$ cat config.mk
export PLATFORM = sky130hd
export DESIGN_NAME = dhas_front
export DESIGN_NICKNAME = d
export VERILOG_FILES = /design/src/design/dhas_pkg.sv /design/src/design/dhas_front.sv
export SDC_FILE = /design/constraint.sdc
export NUM_CORES = 1
export LEC_CHECK = 0
export BUFFER_PORTS_ARGS = -buffer_cell sky130_fd_sc_hd__buf_2
export CORE_MARGIN = 2
export CORE_UTILIZATION = 55
export DETAILED_ROUTE_END_ITERATION = 8
export PLACE_DENSITY = 0.87
export RECOVER_POWER = 25
export SETUP_SLACK_MARGIN = 0.3
export SYNTH_ARGS = -nofsm -noshare
export SYNTH_HDL_FRONTEND = slang
export SYNTH_SLANG_ARGS = --single-unit
$ cat constraint.sdc
create_clock -name clk_i -period 6.8 [get_ports clk_i]
set_input_delay 0.68 -clock clk_i [delete_from_list [all_inputs] [get_ports clk_i]]
set_output_delay 0.68 -clock clk_i [all_outputs]
set_load 0.01 [all_outputs]
$ cat src/design/dhas_pkg.sv
// -----------------------------------------------------------------------------
// Horizon angle scanner package
// Types, constants and tables shared by the scanner modules.
// -----------------------------------------------------------------------------
package dhas_pkg;

  localparam int unsigned MAX_ROWS = 256;
  localparam int unsigned MAX_COLS = 256;
  localparam int unsigned ADDR_W   = $clog2(MAX_ROWS * MAX_COLS);

  // Raster dimensions and walk positions (positions may sit one cell outside).
  localparam int unsigned DIM_W = 9;
  localparam int unsigned POS_W = 11;
  localparam int unsigned REM_W = 19;

  localparam logic signed [REM_W-1:0] ONE_Q16  = 19'sd65536;
  localparam logic signed [REM_W-1:0] FRAC_Q16 = 19'sd27146;

  localparam logic [14:0] ANGLE_MAX    = 15'd25736;
  localparam int unsigned CORDIC_STEPS = 24;

  localparam int unsigned CFG_IDX_W = 2;
  localparam logic [CFG_IDX_W-1:0] CFG_ROWS = 2'd0;
  localparam logic [CFG_IDX_W-1:0] CFG_COLS = 2'd1;
  localparam logic [CFG_IDX_W-1:0] CFG_CELL = 2'd2;

  typedef enum logic {
    CMD_LOAD  = 1'b0,
    CMD_QUERY = 1'b1
  } cmd_e;

  typedef struct packed {
    logic              cmd;
    logic [7:0]        row;
    logic [7:0]        col;
    logic signed [15:0] elevation;
    logic [3:0]        direction;
  } item_t;

  typedef struct packed {
    logic [14:0] horizon_angle;
    logic [7:0]  peak_row;
    logic [7:0]  peak_col;
  } result_t;

  typedef struct packed {
    cmd_e              cmd;
    logic [7:0]        row;
    logic [7:0]        col;
    logic signed [15:0] elevation;
    logic [3:0]        direction;
  } entry_t;

  typedef struct packed {
    logic                    start;
    logic [15:0]             rise;
    logic signed [POS_W-1:0] dr;
    logic signed [POS_W-1:0] dc;
  } tan_req_t;

  typedef struct packed {
    logic        done;
    logic [31:0] tan;
  } tan_rsp_t;

  typedef struct packed {
    logic        start;
    logic [31:0] tan;
  } atan_req_t;

  typedef struct packed {
    logic        done;
    logic [14:0] angle;
  } atan_rsp_t;

  typedef enum logic [3:0] {
    W_IDLE,
    W_Z0,
    W_Z0L,
    W_CHECK,
    W_EVAL,
    W_TAN,
    W_ADV,
    W_ATAN,
    W_FIN
  } walk_state_e;

  typedef enum logic [2:0] {
    T_IDLE,
    T_D2,
    T_SQRT,
    T_MUL,
    T_DIV,
    T_SAT,
    T_DONE
  } tan_state_e;

  typedef enum logic [1:0] {
    A_IDLE,
    A_RUN,
    A_DONE
  } atan_state_e;

  // Column component of the step vector for each azimuth, Q16.
  function automatic logic signed [REM_W-1:0] step_col(input logic [3:0] dir);
    logic signed [REM_W-1:0] c;
    unique case (dir)
      4'd0, 4'd1, 4'd2, 4'd14, 4'd15: c = ONE_Q16;
      4'd3, 4'd13:                     c = FRAC_Q16;
      4'd4, 4'd12:                     c = '0;
      4'd5, 4'd11:                     c = -FRAC_Q16;
      4'd6, 4'd7, 4'd8, 4'd9, 4'd10:   c = -ONE_Q16;
    endcase
    return c;
  endfunction

  // Row component of the step vector for each azimuth, Q16.
  function automatic logic signed [REM_W-1:0] step_row(input logic [3:0] dir);
    logic signed [REM_W-1:0] c;
    unique case (dir)
      4'd0, 4'd8:                       c = '0;
      4'd1, 4'd7:                       c = FRAC_Q16;
      4'd2, 4'd3, 4'd4, 4'd5, 4'd6:     c = ONE_Q16;
      4'd9, 4'd15:                      c = -FRAC_Q16;
      4'd10, 4'd11, 4'd12, 4'd13, 4'd14: c = -ONE_Q16;
    endcase
    return c;
  endfunction

  // Arctangent of 2^-i in Q2.30.
  function automatic logic signed [33:0] atan_entry(input logic [4:0] i);
    logic signed [33:0] a;
    case (i)
      5'd0:  a = 34'sd843314857;
      5'd1:  a = 34'sd497837830;
      5'd2:  a = 34'sd263043837;
      5'd3:  a = 34'sd133525159;
      5'd4:  a = 34'sd67021687;
      5'd5:  a = 34'sd33543516;
      5'd6:  a = 34'sd16775851;
      5'd7:  a = 34'sd8388437;
      5'd8:  a = 34'sd4194283;
      5'd9:  a = 34'sd2097149;
      5'd10: a = 34'sd1048576;
      5'd11: a = 34'sd524288;
      5'd12: a = 34'sd262144;
      5'd13: a = 34'sd131072;
      5'd14: a = 34'sd65536;
      5'd15: a = 34'sd32768;
      5'd16: a = 34'sd16384;
      5'd17: a = 34'sd8192;
      5'd18: a = 34'sd4096;
      5'd19: a = 34'sd2048;
      5'd20: a = 34'sd1024;
      5'd21: a = 34'sd512;
      5'd22: a = 34'sd256;
      5'd23: a = 34'sd128;
      default: a = '0;
    endcase
    return a;
  endfunction

endpackage

$ cat src/design/dhas_front.sv
// -----------------------------------------------------------------------------
// Horizon angle scanner front end
// Accepts command beats, classifies them and holds them in a two-entry queue.
// -----------------------------------------------------------------------------
module dhas_front (
  input  logic            clk_i,
  input  logic            rst_ni,
  input  logic            start,
  input  dhas_pkg::item_t item_i,
  output logic            busy,
  input  logic            pop_i,
  output logic            ent_valid_o,
  output dhas_pkg::entry_t ent_o
);
  import dhas_pkg::*;

  localparam int unsigned QDEPTH = 2;

  entry_t     slot_q [QDEPTH];
  logic       wr_ptr_q, rd_ptr_q;
  logic [1:0] cnt_q;
  logic       push, pop;
  entry_t     ent_in;

  always_comb begin
    ent_in.cmd       = item_i.cmd ? CMD_QUERY : CMD_LOAD;
    ent_in.row       = item_i.row;
    ent_in.col       = item_i.col;
    ent_in.elevation = item_i.elevation;
    ent_in.direction = item_i.direction;
  end

  assign busy        = (cnt_q == 2'(QDEPTH));
  assign push        = start && !busy;
  assign ent_valid_o = (cnt_q != 2'd0);
  assign pop         = pop_i && ent_valid_o;
  assign ent_o       = slot_q[rd_ptr_q];

  always_ff @(posedge clk_i) begin
    if (push) begin
      slot_q[wr_ptr_q] <= ent_in;
    end
  end

  always_ff @(posedge clk_i or negedge rst_ni) begin
    if (!rst_ni) begin
      wr_ptr_q <= 1'b0;
      rd_ptr_q <= 1'b0;
      cnt_q    <= 2'd0;
    end else begin
      if (push) wr_ptr_q <= ~wr_ptr_q;
      if (pop)  rd_ptr_q <= ~rd_ptr_q;
      cnt_q <= cnt_q + 2'(push) - 2'(pop);
    end
  end

endmodule

==> results.md <==
* Nets at 262
* Seq/Total Area, Yosys at 78.6%
* Synth-to-layout area growth at 21.1%
* Period utilization at 39.2%
* Clk_lat worst skew at 340 ps
* Post-DRT Antenna Nets at 0
* Pins Over Slew Limit at 0
* Largest net degree at the start of global routing at 39
* Post-CTS Hold Fix Bufs at 0
* Syn Std Cell Area at 2960 sq um
* DP Worst Slack at 4480 ps
* Synth top area share at 75.2%
* Die area at 5980 sq um
* Final Cell Area at 3580 sq um
* Max Fclk at 375 MHz
* Simple-gate share of the synthesized area at 1.19%
* Top cells by area, synth: edfxtp_1 (75%), mux2_4 (10%), mux2_2 (6.5%)
* Finished Layout Cells at 293
* Detailed Route Iter0 Violations at 102
* Dpl cell area at 3410 sq um
* CP top delay family: flip-flops
* Syn avg cell area at 22.2 sq um
* Clk slew on worst S/H paths at 70 ps
* CTS sink cnt at 78
* Layout cells sized above 1 at 56.1%
* Final Wtd Congestion at 0.706
* Hold Path Class: input port to asynchronous set/reset pin
* Crit-path slowest cell: dfrtp_2
* Hpwl dp at 2.87 mm
* H-tree levels at 3
* Critical Path RT at 6120 ps
* Antenna violations before repair at 0
* # diodes at 0
* IO buf count at 79
* Setup TNS at 0 ps
* Routed wire per std cell at 15.8 um
* Initial DRT Pass Iterations at 4
* DR vias at 1451
* Synth warnings at 0
* Register bit total from synthesis at 78
* Root Buffer: clkbuf_8
* Peak supply drop at 0.320 mV
* Cts bufs inserted at 9
* Post-CTS Resized at 0
* Grt ovf at 0
* Row cnt at 26
* Unrepaired setup endpoints after global routing: false
* Post-synth cell types at 16
* Critical path cell sequence: mux2_2 -> buf_2
* CTS tree: done
* Primary FF master, synth: edfxtp_1
* Multiplexer area fraction after synthesis at 16.6%
* MaxCap Viol Count at 0
* Compound-Gate Fraction of Synth Area at 0%
* Pleak at 1.40 nW
* Crit path launch type: register
* Worst Path Arrival at 1990 ps
* Post-synth ARST share at 5.13%
* Die Ht at 77.3 um
* Synth Instances at 133
* Largest stage delay on the critical path at 1060 ps
* Syn nets at 176
* Clock Path Buffers at 2
* Vias in the first global route at 1469
* Status: finished clean
* XOR/XNOR share of the synthesized area at 1.19%
* Slew @ Worst Pin at 1090 ps
* Post-CTS setup buffers at 0
* Tmin final at 2670 ps
* Crit path buf inv count at 1
* Tot GR Track Use at 16.3%
* Die W at 77.3 um
* Initial cell density of the core at 57.5%
* Final Worst Setup Slack at 4130 ps
* First-pass GRT wire length at 7.10 mm
* Critical path capture point type: output port
* Crit path max fanout at 38
* Final Hold Viols at 0
* Crit path kind: register to output port
* Final wirelength at 4.63 mm
* Placed cells at 278
* Layout fillers at 360
* Main combinational cell family by area after synthesis: multiplexers
* I/O pin cnt at 80
* Vias per cell at 4.95
* Core Area at 5140 sq um
* Power per cell area at 419 nW/um^2
* Post-synth top area cell: edfxtp_1
* Post-synth EDFFs at 74
* DRC viols at 0
* Most common cell after layout, fill and taps aside: edfxtp_1
* Skew final at 6.17 ps
* Rel. slew slack at 27.5%
* Final Setup Violations at 0
* Adder-cell share of the synthesized area at 0.847%
* Most frequent cells in the layout: edfxtp_1 (74), buf_2 (72), mux2_4 (20)
-- area by class of cell --
cell class / instances / area, sq um / share of cell area (%)
clock buffers: 9 / 124 / 3.46
repair buffers: 79 / 387 / 10.8
inverters: 2 / 7.51 / 0.210
flip-flops and latches: 78 / 2320 / 64.9
clock inverters: 6 / 53.8 / 1.50
well taps: 70 / 87.6 / 2.45
multi-input cells: 49 / 596 / 16.6
-- through the flow --
step,util [%],hold WS (ps),total power [mW]
finish,69.6,174,1.50
global route,69.6,177,1.57
CTS,69.8,128,1.52
detailed placement,66.3,497,1.20
global placement,66.3,495,1.19
floorplan,-,384,1.05
-- kinds of logic (layout without fill, tap and decap cells) --
kind of cell	after synthesis	after routing
flip-flops	78	78
multiplexers	37	37
AND/OR/NAND/NOR	6	6
XOR/XNOR	4	4
buffers and inverters	6	96
adder cells (fa/ha/maj)	2	2
-- Yosys cell counts, drive strengths merged (2+ instances only) --
cell / instances
ha: 2
inv: 2
edfxtp: 74
xnor2: 3
buf: 4
mux2: 37
dfrtp: 4
-- where the power goes --
| group | total [mW] | internal [mW] | leakage, nW | switching, mW |
|---|---|---|---|---|
| combinational | 0.440 | 0.243 | 0.581 | 0.196 |
| clock | 0.314 | 0.163 | 0.0876 | 0.151 |
| sequential | 0.746 | 0.661 | 0.733 | 0.0856 |
| total | 1.50 | 1.07 | 1.40 | 0.433 |
-- worst reg2reg max path, cell delays in order (launching register included) --
cell and delay (ps):
dfrtp_1 420, nand2b_1 130, nand2_1 150, nor2_4 850
-- flip-flops by register name (all words and copies together) (netlist names) --
name	count
slot_q	74
rd_ptr_q	1
cnt_q	2
wr_ptr_q	1
-- metal layers --
metal | up-vias | wire (um) | track usage (%)
met2 | 55 | 2330 | 27.1
li1 | 685 | - | -
met4 | 0 | 96 | 9.11
met1 | 702 | 1930 | 19.5
met5 | - | 0 | 0
met3 | 9 | 275 | 4.00
-- final timing paths --
kind                       startpoint       endpoint  slack [ps]  cells past startpoint
max reg2reg                  cnt_q[1]  slot_q[0][14]        4870                      3
min in group clk_i          item_i[9]   slot_q[0][9]         530                      1
min reg2reg                  cnt_q[0]       cnt_q[0]         540                      1
min                            rst_ni       cnt_q[1]         170                      1
max                          rd_ptr_q       ent_o[5]        4130                      2
max in group asynchronous      rst_ni       rd_ptr_q        6390                      1
Power figures use the tool's default switching activity.
