[src/design/dhas_pkg.sv]
// -----------------------------------------------------------------------------
// Horizon angle scanner package
// Types, constants and tables shared by the scanner modules.
// -----------------------------------------------------------------------------
package dhas_pkg;

  localparam int unsigned MAX_ROWS = 256;
  localparam int unsigned MAX_COLS = 256;
  localparam int unsigned ADDR_W   = $clog2(MAX_ROWS * MAX_COLS);

  // Raster dimensions and walk positions (positions may sit one cell outside).
  localparam int unsigned DIM_W = 9;
  localparam int unsigned POS_W = 11;
  localparam int unsigned REM_W = 19;

  localparam logic signed [REM_W-1:0] ONE_Q16  = 19'sd65536;
  localparam logic signed [REM_W-1:0] FRAC_Q16 = 19'sd27146;

  localparam logic [14:0] ANGLE_MAX    = 15'd25736;
  localparam int unsigned CORDIC_STEPS = 24;

  localparam int unsigned CFG_IDX_W = 2;
  localparam logic [CFG_IDX_W-1:0] CFG_ROWS = 2'd0;
  localparam logic [CFG_IDX_W-1:0] CFG_COLS = 2'd1;
  localparam logic [CFG_IDX_W-1:0] CFG_CELL = 2'd2;

  typedef enum logic {
    CMD_LOAD  = 1'b0,
    CMD_QUERY = 1'b1
  } cmd_e;

  typedef struct packed {
    logic              cmd;
    logic [7:0]        row;
    logic [7:0]        col;
    logic signed [15:0] elevation;
    logic [3:0]        direction;
  } item_t;

  typedef struct packed {
    logic [14:0] horizon_angle;
    logic [7:0]  peak_row;
    logic [7:0]  peak_col;
  } result_t;

  typedef struct packed {
    cmd_e              cmd;
    logic [7:0]        row;
    logic [7:0]        col;
    logic signed [15:0] elevation;
    logic [3:0]        direction;
  } entry_t;

  typedef struct packed {
    logic                    start;
    logic [15:0]             rise;
    logic signed [POS_W-1:0] dr;
    logic signed [POS_W-1:0] dc;
  } tan_req_t;

  typedef struct packed {
    logic        done;
    logic [31:0] tan;
  } tan_rsp_t;

  typedef struct packed {
    logic        start;
    logic [31:0] tan;
  } atan_req_t;

  typedef struct packed {
    logic        done;
    logic [14:0] angle;
  } atan_rsp_t;

  typedef enum logic [3:0] {
    W_IDLE,
    W_Z0,
    W_Z0L,
    W_CHECK,
    W_EVAL,
    W_TAN,
    W_ADV,
    W_ATAN,
    W_FIN
  } walk_state_e;

  typedef enum logic [2:0] {
    T_IDLE,
    T_D2,
    T_SQRT,
    T_MUL,
    T_DIV,
    T_SAT,
    T_DONE
  } tan_state_e;

  typedef enum logic [1:0] {
    A_IDLE,
    A_RUN,
    A_DONE
  } atan_state_e;

  // Column component of the step vector for each azimuth, Q16.
  function automatic logic signed [REM_W-1:0] step_col(input logic [3:0] dir);
    logic signed [REM_W-1:0] c;
    unique case (dir)
      4'd0, 4'd1, 4'd2, 4'd14, 4'd15: c = ONE_Q16;
      4'd3, 4'd13:                     c = FRAC_Q16;
      4'd4, 4'd12:                     c = '0;
      4'd5, 4'd11:                     c = -FRAC_Q16;
      4'd6, 4'd7, 4'd8, 4'd9, 4'd10:   c = -ONE_Q16;
    endcase
    return c;
  endfunction

  // Row component of the step vector for each azimuth, Q16.
  function automatic logic signed [REM_W-1:0] step_row(input logic [3:0] dir);
    logic signed [REM_W-1:0] c;
    unique case (dir)
      4'd0, 4'd8:                       c = '0;
      4'd1, 4'd7:                       c = FRAC_Q16;
      4'd2, 4'd3, 4'd4, 4'd5, 4'd6:     c = ONE_Q16;
      4'd9, 4'd15:                      c = -FRAC_Q16;
      4'd10, 4'd11, 4'd12, 4'd13, 4'd14: c = -ONE_Q16;
    endcase
    return c;
  endfunction

  // Arctangent of 2^-i in Q2.30.
  function automatic logic signed [33:0] atan_entry(input logic [4:0] i);
    logic signed [33:0] a;
    case (i)
      5'd0:  a = 34'sd843314857;
      5'd1:  a = 34'sd497837830;
      5'd2:  a = 34'sd263043837;
      5'd3:  a = 34'sd133525159;
      5'd4:  a = 34'sd67021687;
      5'd5:  a = 34'sd33543516;
      5'd6:  a = 34'sd16775851;
      5'd7:  a = 34'sd8388437;
      5'd8:  a = 34'sd4194283;
      5'd9:  a = 34'sd2097149;
      5'd10: a = 34'sd1048576;
      5'd11: a = 34'sd524288;
      5'd12: a = 34'sd262144;
      5'd13: a = 34'sd131072;
      5'd14: a = 34'sd65536;
      5'd15: a = 34'sd32768;
      5'd16: a = 34'sd16384;
      5'd17: a = 34'sd8192;
      5'd18: a = 34'sd4096;
      5'd19: a = 34'sd2048;
      5'd20: a = 34'sd1024;
      5'd21: a = 34'sd512;
      5'd22: a = 34'sd256;
      5'd23: a = 34'sd128;
      default: a = '0;
    endcase
    return a;
  endfunction

endpackage

[src/design/dhas_atan.sv]
// -----------------------------------------------------------------------------
// Horizon angle scanner arctangent unit
// Iterative 24-step CORDIC in vectoring mode, one rotation per cycle.
// -----------------------------------------------------------------------------
module dhas_atan (
  input  logic                clk_i,
  input  logic                rst_ni,
  input  dhas_pkg::atan_req_t req_i,
  output dhas_pkg::atan_rsp_t rsp_o
);
  import dhas_pkg::*;

  atan_state_e state_q, state_d;

  logic signed [51:0] x_q, y_q, xs, ys;
  logic signed [33:0] z_q, zc;
  logic [4:0]         i_q;
  logic [33:0]        q;

  assign xs = x_q >>> i_q;
  assign ys = y_q >>> i_q;
  assign zc = z_q[33] ? '0 : z_q;
  assign q  = (unsigned'(zc) + 34'd32768) >> 16;

  always_comb begin
    state_d = state_q;
    unique case (state_q)
      A_IDLE: if (req_i.start) state_d = A_RUN;
      A_RUN:  if (i_q == 5'(CORDIC_STEPS - 1)) state_d = A_DONE;
      A_DONE: state_d = A_IDLE;
      default: state_d = A_IDLE;
    endcase
  end

  always_comb begin
    rsp_o.done  = (state_q == A_DONE);
    rsp_o.angle = (q > 34'(ANGLE_MAX)) ? ANGLE_MAX : q[14:0];
  end

  always_ff @(posedge clk_i or negedge rst_ni) begin
    if (!rst_ni) begin
      state_q <= A_IDLE;
    end else begin
      state_q <= state_d;
    end
  end

  always_ff @(posedge clk_i) begin
    if (state_q == A_IDLE && req_i.start) begin
      x_q <= 52'sd1 <<< 32;
      y_q <= $signed(52'({req_i.tan, 16'd0}));
      z_q <= '0;
      i_q <= '0;
    end else if (state_q == A_RUN) begin
      if (!y_q[51]) begin
        x_q <= x_q + ys;
        y_q <= y_q - xs;
        z_q <= z_q + atan_entry(i_q);
      end else begin
        x_q <= x_q - ys;
        y_q <= y_q + xs;
        z_q <= z_q - atan_entry(i_q);
      end
      i_q <= i_q + 5'd1;
    end
  end

endmodule

[config.mk]
export PLATFORM = sky130hd
export DESIGN_NAME = dhas_atan
export DESIGN_NICKNAME = d
export VERILOG_FILES = /design/src/design/dhas_pkg.sv /design/src/design/dhas_atan.sv
export SDC_FILE = /design/constraint.sdc
export NUM_CORES = 1
export LEC_CHECK = 0
export BUFFER_PORTS_ARGS = -buffer_cell sky130_fd_sc_hd__buf_2
export CORE_MARGIN = 4
export CORE_UTILIZATION = 50
export CTS_CLUSTER_SIZE = 8
export DETAILED_ROUTE_END_ITERATION = 16
export PLACE_DENSITY = 0.66
export SLEW_MARGIN = 40
export SYNTH_ARGS = -nofsm -noshare
export SYNTH_HDL_FRONTEND = slang
export SYNTH_SLANG_ARGS = --single-unit
export TNS_END_PERCENT = 50
[constraint.sdc]
create_clock -name clk_i -period 12.8 [get_ports clk_i]
set_input_delay 1.92 -clock clk_i [delete_from_list [all_inputs] [get_ports clk_i]]
set_output_delay 1.92 -clock clk_i [all_outputs]
set_load 0.005 [all_outputs]
==> results.sh <==
export IMPL_grt_pass1_wl_um=149000
export IMPL_required_ns=13.18
export IMPL_grt_usage_pct=36.2
export IMPL_ys_async_sr_fraction_pct=1.14
export IMPL_hold_path_class="register to register"
export IMPL_die_x_um=231
export IMPL_grt_pass1_vias=23400
export IMPL_gp_congestion=1.03
export IMPL_r2r_cells=23
export IMPL_netlist_instances=3055
export IMPL_num_vias=25200
export IMPL_critPathCaptureType="register"
export IMPL_fin_skew_ns=0.0197
export IMPL_die_area_um2=53400
export IMPL_final_min_clock_period_ns=8.55
export IMPL_place_hpwl_um=76000
export IMPL_viasPerCell=6.90
export IMPL_worstMarginPinSlew_ns=0.906
export IMPL_drv_slew=0
export IMPL_setup_violations=0
export IMPL_path_clk_slew_ns=0.10
export IMPL_grt_ovfl_total=0
export IMPL_cts_buffers_inserted=17
export IMPL_cts_resized=0
export IMPL_ys_flop_type="dfxtp_1"
export IMPL_crit_fanout=126
export IMPL_slowest_stage="mux2i_1"
export IMPL_min_path_cells=2
export IMPL_grt_setup_unrepaired="false"
export IMPL_crit_type="register to register"
export IMPL_drt_wl_total_um=100000
export IMPL_regToRegEndpoint="y_q[51]"
export IMPL_nets=3173
export IMPL_initial_core_util_pct=50.7
export IMPL_clock_sinks=175
export IMPL_cp_arrival_ns=8.93
export IMPL_cts_tree="done"
export IMPL_layout_common_cells="nand2_1 (325), o21ai_0 (227), nor2_1 (223)"
export IMPL_ant_nets=0
export IMPL_maxCapViolations=0
export IMPL_cts_root_buf="clkbuf_16"
export IMPL_netlist_area_um2=24900
export IMPL_drt_iter0_markers=2934
export IMPL_post_route_period_util_pct=66.8
export IMPL_finalSetupTns_ns=0
export IMPL_status="completed"
export IMPL_syn_to_final_growth_pct=4.72
export IMPL_die_height_um=231
export IMPL_mostFrequentLayoutCell="nand2_1"
export IMPL_syn_area_per_cell_um2=8.14
export IMPL_drive_above_1_share_pct=13.4
export IMPL_synth_warnings=0
export IMPL_core_area_um2=49100
export IMPL_fmax_mhz=117
export IMPL_rr_startpoint="i_q[1]"
export IMPL_final_hold_viol_count=0
export IMPL_portBuffers=50
export IMPL_clock_path_buffers=2
export IMPL_post_drt_wl_per_cell_um=27.4
export IMPL_synth_fp_nets=3253
export IMPL_ys_seq_area_share_pct=15.4
export IMPL_antenna_found_initial=5
export IMPL_htreeDepth=4
export IMPL_holdPathEnd="z_q[9]"
export IMPL_path_cells="buf_12 > inv_1 > buf_4 > mux4_2 > mux2i_1 > o221ai_1 > a2111oi_1 > nand4bb_1 > nor3_1 > a21oi_1 > xnor2_1 > ha_1 > nand2_1 > o21ai_0 > a2111oi_0 > o31ai_1 > a31oi_1 > o2111ai_1 > nand2_1 > o21ai_0 > a311oi_1 > xnor2_1 > o22ai_1"
export IMPL_rows=81
export IMPL_synth_seq_cells=175
export IMPL_drt_drc_violations_left=0
export IMPL_hp_start="z_q[9]"
export IMPL_clk_latency_ns=0.51
export IMPL_ys_types=104
export IMPL_synth_edff_count=32
export IMPL_maxSlewHeadroom_pct=37.9
export IMPL_first_pass_iters=7
export IMPL_grt_max_degree=127
export IMPL_r2r_setup_slack_ns=4.25
export IMPL_io_pins=51
export IMPL_slowest_delay_ns=0.66
export IMPL_cts_hold_fix_buffers=0
export IMPL_cts_setup_buffers=0
export IMPL_startpoint_type="register"
synth_stat cells, drive strengths merged, types with 12 or more instances:
cell type | count | area share (%)
a21oi | 213 | 4.3
o21bai | 21 | 0.63
o31ai | 22 | 0.66
nor3b | 12 | 0.36
o21a | 28 | 0.84
nand2b | 41 | 1.0
a221oi | 16 | 0.59
a211oi | 41 | 1.3
mux2i | 97 | 3.9
a31oi | 48 | 1.2
mux4 | 113 | 10
o211ai | 36 | 1.1
a22oi | 38 | 1.1
buf | 87 | 2.3
a31o | 12 | 0.42
nor3 | 63 | 1.3
xnor2 | 152 | 5.4
or2 | 18 | 0.45
nand2 | 325 | 4.9
inv | 68 | 1.0
nor4 | 21 | 0.69
clkbuf | 99 | 1.5
a21o | 74 | 2.2
a22o | 18 | 0.63
nor2b | 26 | 0.65
ha | 160 | 8.0
and2 | 38 | 0.96
o221ai | 18 | 0.63
dfxtp | 141 | 11
nand4 | 26 | 0.68
o21ai | 230 | 4.6
nor2 | 224 | 3.4
or3 | 13 | 0.33
nand3 | 60 | 1.2
edfxtp | 32 | 3.9
mux2 | 102 | 4.7
o22ai | 31 | 0.78
and3 | 31 | 0.78
xor2 | 104 | 3.7
through the flow:
stage	area (um2)	worst slack [ns]	util [%]	std cells	hold WS [ns]
floorplan	24900	6.47	-	3055	0.432
global placement	25300	4.48	51.6	3615	0.443
detailed placement	25300	4.40	51.7	3617	0.454
CTS	26000	4.36	53.0	3649	0.474
global route	26000	3.89	53.1	3653	0.515
finish	26100	4.25	53.1	3656	0.473
logic make-up after synthesis:
kind of cell             count (synthesis)  synth area share (%)
AO/OA/AOI/OAI                          961                  25.5
XOR/XNOR                               256                  9.01
adder cells (fa/ha/maj)                163                  8.29
buffers and inverters                  255                  4.80
flip-flops                             175                  15.4
multiplexers                           312                  18.9
AND/OR/NAND/NOR                        933                  18.1
routing by layer:
metal  wire, um  GRT usage [%]
met1      41300           47.2
met3       8540           8.08
met5         27              0
met2      45100           57.4
met4       5090           16.4
worst max path at each step:
| stage | from | endpoint | slack [ns] | depth (start not counted) |
|---|---|---|---|---|
| after floorplan | i_q[1] | y_q[51] | 6.47 | 29 |
| final | i_q[1] | y_q[51] | 4.25 | 23 |
| after detailed placement | i_q[1] | y_q[51] | 4.40 | 23 |
| after global placement | i_q[1] | y_q[51] | 4.48 | 23 |
| after CTS | i_q[1] | y_q[51] | 4.36 | 23 |
| after global routing | i_q[1] | y_q[51] | 3.89 | 23 |
worst max-delay path: cells and delay by family, from the launching register on:
kind	cells	cell delay (ns)
AOI/OAI and AO/OA	11	3.47
xor gates and xnor gates	2	0.32
adders and majority gates	1	0.35
buffers and inverters	3	0.99
DFF	1	0.59
muxes	2	1.29
and+or+nand+nor	4	1.24
area by class of cell:
type	instances	area (um2)
inverter	69	259
multi-input combinational	2625	19900
antenna	4	10.0
tap	664	831
fill	4774	23000
clock inverter	15	215
sequential	175	3850
clock buffer	17	425
timing repair buffer	87	554
Power is left out: the tool's default activity adds up to more than one toggle a clock period on the data nets, which glitch-free logic cannot reach.
