`config.mk`:
```
export PLATFORM = sky130hd
export DESIGN_NAME = dhas_tan
export DESIGN_NICKNAME = d
export VERILOG_FILES = /design/src/design/dhas_pkg.sv /design/src/design/dhas_tan.sv
export SDC_FILE = /design/constraint.sdc
export NUM_CORES = 2
export LEC_CHECK = 0
export BUFFER_PORTS_ARGS = -buffer_cell sky130_fd_sc_hd__buf_2
export CORE_ASPECT_RATIO = 1.25
export CORE_UTILIZATION = 43
export DETAILED_ROUTE_END_ITERATION = 8
export GPL_TIMING_DRIVEN = 0
export SYNTH_ARGS = -nofsm -noshare
export SYNTH_HDL_FRONTEND = slang
export SYNTH_SLANG_ARGS = --single-unit
```
`constraint.sdc`:
```
create_clock -name clk_i -period 8.4 [get_ports clk_i]
set_input_delay 0.84 -clock clk_i [delete_from_list [all_inputs] [get_ports clk_i]]
set_output_delay 0.84 -clock clk_i [all_outputs]
set_load 0.005 [all_outputs]
```
`src/design/dhas_pkg.sv`:
```
// -----------------------------------------------------------------------------
// Horizon angle scanner package
// Types, constants and tables shared by the scanner modules.
// -----------------------------------------------------------------------------
package dhas_pkg;

  localparam int unsigned MAX_ROWS = 256;
  localparam int unsigned MAX_COLS = 256;
  localparam int unsigned ADDR_W   = $clog2(MAX_ROWS * MAX_COLS);

  // Raster dimensions and walk positions (positions may sit one cell outside).
  localparam int unsigned DIM_W = 9;
  localparam int unsigned POS_W = 11;
  localparam int unsigned REM_W = 19;

  localparam logic signed [REM_W-1:0] ONE_Q16  = 19'sd65536;
  localparam logic signed [REM_W-1:0] FRAC_Q16 = 19'sd27146;

  localparam logic [14:0] ANGLE_MAX    = 15'd25736;
  localparam int unsigned CORDIC_STEPS = 24;

  localparam int unsigned CFG_IDX_W = 2;
  localparam logic [CFG_IDX_W-1:0] CFG_ROWS = 2'd0;
  localparam logic [CFG_IDX_W-1:0] CFG_COLS = 2'd1;
  localparam logic [CFG_IDX_W-1:0] CFG_CELL = 2'd2;

  typedef enum logic {
    CMD_LOAD  = 1'b0,
    CMD_QUERY = 1'b1
  } cmd_e;

  typedef struct packed {
    logic              cmd;
    logic [7:0]        row;
    logic [7:0]        col;
    logic signed [15:0] elevation;
    logic [3:0]        direction;
  } item_t;

  typedef struct packed {
    logic [14:0] horizon_angle;
    logic [7:0]  peak_row;
    logic [7:0]  peak_col;
  } result_t;

  typedef struct packed {
    cmd_e              cmd;
    logic [7:0]        row;
    logic [7:0]        col;
    logic signed [15:0] elevation;
    logic [3:0]        direction;
  } entry_t;

  typedef struct packed {
    logic                    start;
    logic [15:0]             rise;
    logic signed [POS_W-1:0] dr;
    logic signed [POS_W-1:0] dc;
  } tan_req_t;

  typedef struct packed {
    logic        done;
    logic [31:0] tan;
  } tan_rsp_t;

  typedef struct packed {
    logic        start;
    logic [31:0] tan;
  } atan_req_t;

  typedef struct packed {
    logic        done;
    logic [14:0] angle;
  } atan_rsp_t;

  typedef enum logic [3:0] {
    W_IDLE,
    W_Z0,
    W_Z0L,
    W_CHECK,
    W_EVAL,
    W_TAN,
    W_ADV,
    W_ATAN,
    W_FIN
  } walk_state_e;

  typedef enum logic [2:0] {
    T_IDLE,
    T_D2,
    T_SQRT,
    T_MUL,
    T_DIV,
    T_SAT,
    T_DONE
  } tan_state_e;

  typedef enum logic [1:0] {
    A_IDLE,
    A_RUN,
    A_DONE
  } atan_state_e;

  // Column component of the step vector for each azimuth, Q16.
  function automatic logic signed [REM_W-1:0] step_col(input logic [3:0] dir);
    logic signed [REM_W-1:0] c;
    unique case (dir)
      4'd0, 4'd1, 4'd2, 4'd14, 4'd15: c = ONE_Q16;
      4'd3, 4'd13:                     c = FRAC_Q16;
      4'd4, 4'd12:                     c = '0;
      4'd5, 4'd11:                     c = -FRAC_Q16;
      4'd6, 4'd7, 4'd8, 4'd9, 4'd10:   c = -ONE_Q16;
    endcase
    return c;
  endfunction

  // Row component of the step vector for each azimuth, Q16.
  function automatic logic signed [REM_W-1:0] step_row(input logic [3:0] dir);
    logic signed [REM_W-1:0] c;
    unique case (dir)
      4'd0, 4'd8:                       c = '0;
      4'd1, 4'd7:                       c = FRAC_Q16;
      4'd2, 4'd3, 4'd4, 4'd5, 4'd6:     c = ONE_Q16;
      4'd9, 4'd15:                      c = -FRAC_Q16;
      4'd10, 4'd11, 4'd12, 4'd13, 4'd14: c = -ONE_Q16;
    endcase
    return c;
  endfunction

  // Arctangent of 2^-i in Q2.30.
  function automatic logic signed [33:0] atan_entry(input logic [4:0] i);
    logic signed [33:0] a;
    case (i)
      5'd0:  a = 34'sd843314857;
      5'd1:  a = 34'sd497837830;
      5'd2:  a = 34'sd263043837;
      5'd3:  a = 34'sd133525159;
      5'd4:  a = 34'sd67021687;
      5'd5:  a = 34'sd33543516;
      5'd6:  a = 34'sd16775851;
      5'd7:  a = 34'sd8388437;
      5'd8:  a = 34'sd4194283;
      5'd9:  a = 34'sd2097149;
      5'd10: a = 34'sd1048576;
      5'd11: a = 34'sd524288;
      5'd12: a = 34'sd262144;
      5'd13: a = 34'sd131072;
      5'd14: a = 34'sd65536;
      5'd15: a = 34'sd32768;
      5'd16: a = 34'sd16384;
      5'd17: a = 34'sd8192;
      5'd18: a = 34'sd4096;
      5'd19: a = 34'sd2048;
      5'd20: a = 34'sd1024;
      5'd21: a = 34'sd512;
      5'd22: a = 34'sd256;
      5'd23: a = 34'sd128;
      default: a = '0;
    endcase
    return a;
  endfunction

endpackage

```
`src/design/dhas_tan.sv`:
```
// -----------------------------------------------------------------------------
// Horizon angle scanner slope unit
// Forms rise / (cell_size * distance) in Q16.16 with a bit-serial root and divide.
// -----------------------------------------------------------------------------
module dhas_tan (
  input  logic               clk_i,
  input  logic               rst_ni,
  input  logic [15:0]        cell_size_i,
  input  dhas_pkg::tan_req_t req_i,
  output dhas_pkg::tan_rsp_t rsp_o
);
  import dhas_pkg::*;

  tan_state_e state_q, state_d;

  logic signed [POS_W-1:0]   dr_q, dc_q;
  logic [15:0]               rise_q;
  logic [36:0]               v_q, r_q, bit_q;
  logic [33:0]               den_q;
  logic [39:0]               num_q, quo_q;
  logic [33:0]               rem_q;
  logic [5:0]                cnt_q;
  logic [31:0]               tan_q;
  logic signed [2*POS_W-1:0] sq_r, sq_c;
  logic [36:0]               d2, trial;
  logic [34:0]               rem_sh;
  logic                      fits;

  assign sq_r   = dr_q * dr_q;
  assign sq_c   = dc_q * dc_q;
  assign d2     = 37'(unsigned'(sq_r)) + 37'(unsigned'(sq_c));
  assign trial  = r_q + bit_q;
  assign rem_sh = {rem_q, num_q[39]};
  assign fits   = (rem_sh >= {1'b0, den_q});

  always_comb begin
    state_d = state_q;
    unique case (state_q)
      T_IDLE: if (req_i.start) state_d = T_D2;
      T_D2:   state_d = T_SQRT;
      T_SQRT: if (bit_q == 37'd1) state_d = T_MUL;
      T_MUL:  state_d = T_DIV;
      T_DIV: begin
        if (den_q == '0) state_d = T_DONE;
        else if (cnt_q == 6'd39) state_d = T_SAT;
      end
      T_SAT:  state_d = T_DONE;
      T_DONE: state_d = T_IDLE;
      default: state_d = T_IDLE;
    endcase
  end

  always_comb begin
    rsp_o.done = (state_q == T_DONE);
    rsp_o.tan  = tan_q;
  end

  always_ff @(posedge clk_i or negedge rst_ni) begin
    if (!rst_ni) begin
      state_q <= T_IDLE;
    end else begin
      state_q <= state_d;
    end
  end

  always_ff @(posedge clk_i) begin
    unique case (state_q)
      T_IDLE: begin
        if (req_i.start) begin
          dr_q   <= req_i.dr;
          dc_q   <= req_i.dc;
          rise_q <= req_i.rise;
        end
      end
      T_D2: begin
        v_q   <= d2 << 16;
        r_q   <= '0;
        bit_q <= 37'd1 << 34;
      end
      T_SQRT: begin
        if (v_q >= trial) begin
          v_q <= v_q - trial;
          r_q <= (r_q >> 1) + bit_q;
        end else begin
          r_q <= r_q >> 1;
        end
        bit_q <= bit_q >> 2;
      end
      T_MUL: begin
        den_q <= 34'(cell_size_i) * 34'(r_q[17:0]);
        num_q <= {rise_q, 24'd0};
        rem_q <= '0;
        quo_q <= '0;
        cnt_q <= '0;
      end
      T_DIV: begin
        if (den_q == '0) begin
          tan_q <= '1;
        end else begin
          rem_q <= fits ? 34'(rem_sh - {1'b0, den_q}) : rem_sh[33:0];
          quo_q <= {quo_q[38:0], fits};
          num_q <= num_q << 1;
          cnt_q <= cnt_q + 6'd1;
        end
      end
      T_SAT:  tan_q <= (|quo_q[39:32]) ? '1 : quo_q[31:0];
      T_DONE: ;
      default: ;
    endcase
  end

endmodule

```
==> impl_results.md <==
* Status: complete, no violations
* EDFF count, synth at between 200 and 300
* CP endpoint kind: register
* Footprint of the multi-input gates at 22850 um2
* Register area share after synthesis at 0.2561
* 1st-iter DRT viols at 1329
* Most frequent cells in the layout: inv_1, fa_1, nand2_1
* FF/Latch Area at about 9000 um2
* DR pass1 iterations at 6
* RSZ-0062 raised after global routing: no
* Final ANT Viol Nets at 0
* Crit-path most repeated cell: fa_1
* Pin count of the biggest net entering global routing at 35
* Fraction of registers with async set/reset at 0.01017
* CTS Hold Bufs at 0
* Yosys warns at 0
* Syn_area_per_cell at about 10 um2
* Post-synth top flop: edfxtp_1
* Die Wd at 255.5 um
* Crit Reg-Reg Startpoint: r_q[7]$_SDFFCE_PN0P_
* Fillers at 7594
* I/O Pins at 90
* Initial core utilization at 0.4363
* CTS Sinks at 295
* Vias/cell at 5.153
* Drc violations at 0
* Layout cells sized above 1 at 0.05992
* Die H at 318.8 um
* Layout Utilization at 0.4763
* Crit-path max FO at 10
* Die ar. at 81440 um2
* Most common cell after layout, fill and taps aside: inv_1
* Post-synth net total at 4329
* Clk Latency, worst-skew pair at 0.57 ns
* Worst path arrival time at ~8 ns
* GRT Overall Usage at 0.2108
* Worst Hold Class: in2async
* Gates resized, CTS repair at 0
* Finish-stage setup viols at 0
* Worst EP required at ~8.7 ns
* Post-CTS Setup Bufs at 0
* Hold Vio Cnt, Final at 0
* Slew headroom at 0.1315
* Worst path top cell family by delay: adder cells
* Crit. Startpoint: r_q[7]$_SDFFCE_PN0P_
* Clock Skew at approximately 0.027 ns
* Worst-Margin Slew at between 1 and 1.5 ns
* DP HPWL at just under 70000 um
* Max Buffers Root-to-Sink at 3
* Tcrit/Tclk final at 0.9137
* Bufs and invs on worst path at 5
* WL per Instance at approximately 18 um
* Vias in the first global route at 25690
* CORE AREA at slightly below 80000 um2
* Setup Crit Path Kind: reg2reg
* Max-Cap Viols at 0
* Worst path max stage delay at 0.60 ns
* RePlAce Congestion at 0.9123
* Minimum clock period at between 7 and 8 ns
* CP Launch Type: register
* Vias at approximately 24000
* Clk slew on worst S/H paths at 0.06 ns
* Slew Viols, Final at 0
* Final net count at 4462
* Root Buffer: clkbuf_16
* Synth cell types at 74
* Layout area overhead at 9.176%
* F_max at 130.3 MHz
* Row Count at 115
* Total grt overflow at 0
* Total CTS buffers at 37
* First-pass GRT wire length at 135000 um
* Cell Area, Synth at 34530 um2
* Synth Instances at 3528
* Initial antenna violation count at 2
* Port buffer count at 83
* WL final at 83360 um
* TritonCTS clock tree: done
* CP max stage cell: fa_1
* Seq cells post-synth at 295
* Htree depth at 2
* Critical path cell sequence: clkbuf_1, buf_1, nand2_1, fa_1, inv_1, fa_1, inv_1, fa_1, fa_1, fa_1, fa_1, inv_1, ha_1, a21o_1, a21oi_1, o211ai_1, a211oi_1, o21bai_1, a21oi_1, o211ai_1, a41oi_2, o21ai_0, xor2_1
## kinds of logic (layout without fill, tap and decap cells)
kind of cell               after synthesis  count (layout)  share of synthesized area
AOI/OAI and AO/OA                      460             460                    0.08817
other                                    0               1                          0
adders and majority gates              744             744                     0.3668
and+or+nand+nor                       1044            1044                     0.1465
muxes                                   30              30                   0.008697
DFF                                    295             295                     0.2561
buffers and inverters                  757             917                    0.08349
xor gates and xnor gates               198             198                    0.05023
## state kept, by name, indices dropped and copies added, names as in the netlist
name,count
quo_q,40
r_q,37
v_q,37
den_q,34
rem_q,34
tan_q,32
bit_q,18
num_q,16
rise_q,16
dc_q,11
dr_q,11
cnt_q,6
state_q,3
## worst register-to-register path: cells and delay by family (launching register included)
family | cells | cell delay, ns
AOI/OAI and AO/OA | 9 | 1.96
xor gates and xnor gates | 1 | 0.16
adders and majority gates | 7 | 3.41
buffers and inverters | 5 | 1.33
DFF | 1 | 0.41
and+or+nand+nor | 1 | 0.17
## cell usage after synthesis, drive strengths merged (6+ instances only)
| library cell | number | share of area |
|---|---|---|
| a211oi | 44 | 0.011 |
| a21boi | 6 | 0.0013 |
| a21o | 50 | 0.011 |
| a21oi | 122 | 0.018 |
| a31oi | 34 | 0.0062 |
| a41oi | 7 | 0.0022 |
| and2 | 210 | 0.038 |
| and3 | 18 | 0.0033 |
| buf | 12 | 0.0025 |
| clkbuf | 113 | 0.012 |
| edfxtp | 292 | 0.25 |
| fa | 447 | 0.26 |
| ha | 297 | 0.11 |
| inv | 631 | 0.069 |
| mux2i | 30 | 0.0087 |
| nand2 | 380 | 0.041 |
| nand2b | 26 | 0.0047 |
| nand3 | 25 | 0.0036 |
| nand4 | 19 | 0.0034 |
| nor2 | 194 | 0.021 |
| nor2b | 44 | 0.0080 |
| nor3 | 41 | 0.0061 |
| nor4 | 17 | 0.0031 |
| o211ai | 8 | 0.0017 |
| o21a | 21 | 0.0046 |
| o21ai | 89 | 0.013 |
| o21bai | 20 | 0.0043 |
| o31a | 7 | 0.0018 |
| o31ai | 10 | 0.0023 |
| or2 | 41 | 0.0074 |
| or3 | 11 | 0.0020 |
| xnor2 | 127 | 0.032 |
| xor2 | 71 | 0.018 |
## area by class of cell
type / count / share of cell area
Clock buffer: 45 / 0.02592
Buffer: 125 / 0.01354
Antenna cell: 1 / 0.00006639
Clock inverter: 21 / 0.005543
Inverter: 632 / 0.06293
Timing Repair Buffer: 94 / 0.01633
Multi-Input combinational cell: 2476 / 0.6061
Sequential cell: 295 / 0.2346
Tap cell: 1053 / 0.03495
## layer usage
metal	GRT usage	vias up	wire [um]
met5	0	-	0
met4	0.07705	0	3010
met3	0.01844	144	2710
met2	0.3969	472	44460
met1	0.2471	12140	33180
li1	-	11680	-
## per-stage QoR
| step | hold WS, ns | setup TNS (ns) | instances | area (um2) | setup WS (ns) |
|---|---|---|---|---|---|
| after floorplan | 0.4836 | 0 | 3528 | 34530 | 1.464 |
| after global placement | 0.4868 | -51.29 | 4664 | 36260 | -0.6755 |
| after detailed placement | 0.4962 | 0 | 4675 | 36510 | 0.5249 |
| after CTS | 0.03312 | 0 | 4741 | 37690 | 0.7476 |
| after global routing | 0.05082 | 0 | 4741 | 37690 | 0.1815 |
| final | 0.06724 | 0 | 4742 | 37690 | 0.7253 |
## final timing paths
check / endpoint / slack [ns] / depth (start not counted)
max: den_q[32]$_DFFE_PP_ / 0.73 / 23
min: state_q[0]$_DFFE_PN0P_ / 0.07 / 1
max reg2reg: den_q[32]$_DFFE_PP_ / 0.73 / 23
min reg2reg: num_q[36]$_DFFE_PP_ / 0.50 / 2
max in group asynchronous: state_q[1]$_DFFE_PN0P_ / 8.23 / 1
min in group clk_i: dc_q[2]$_DFFE_PP_ / 0.44 / 1
Power is not shown: default switching activity piles up to over one toggle a cycle in this logic, so the estimate is an artifact.
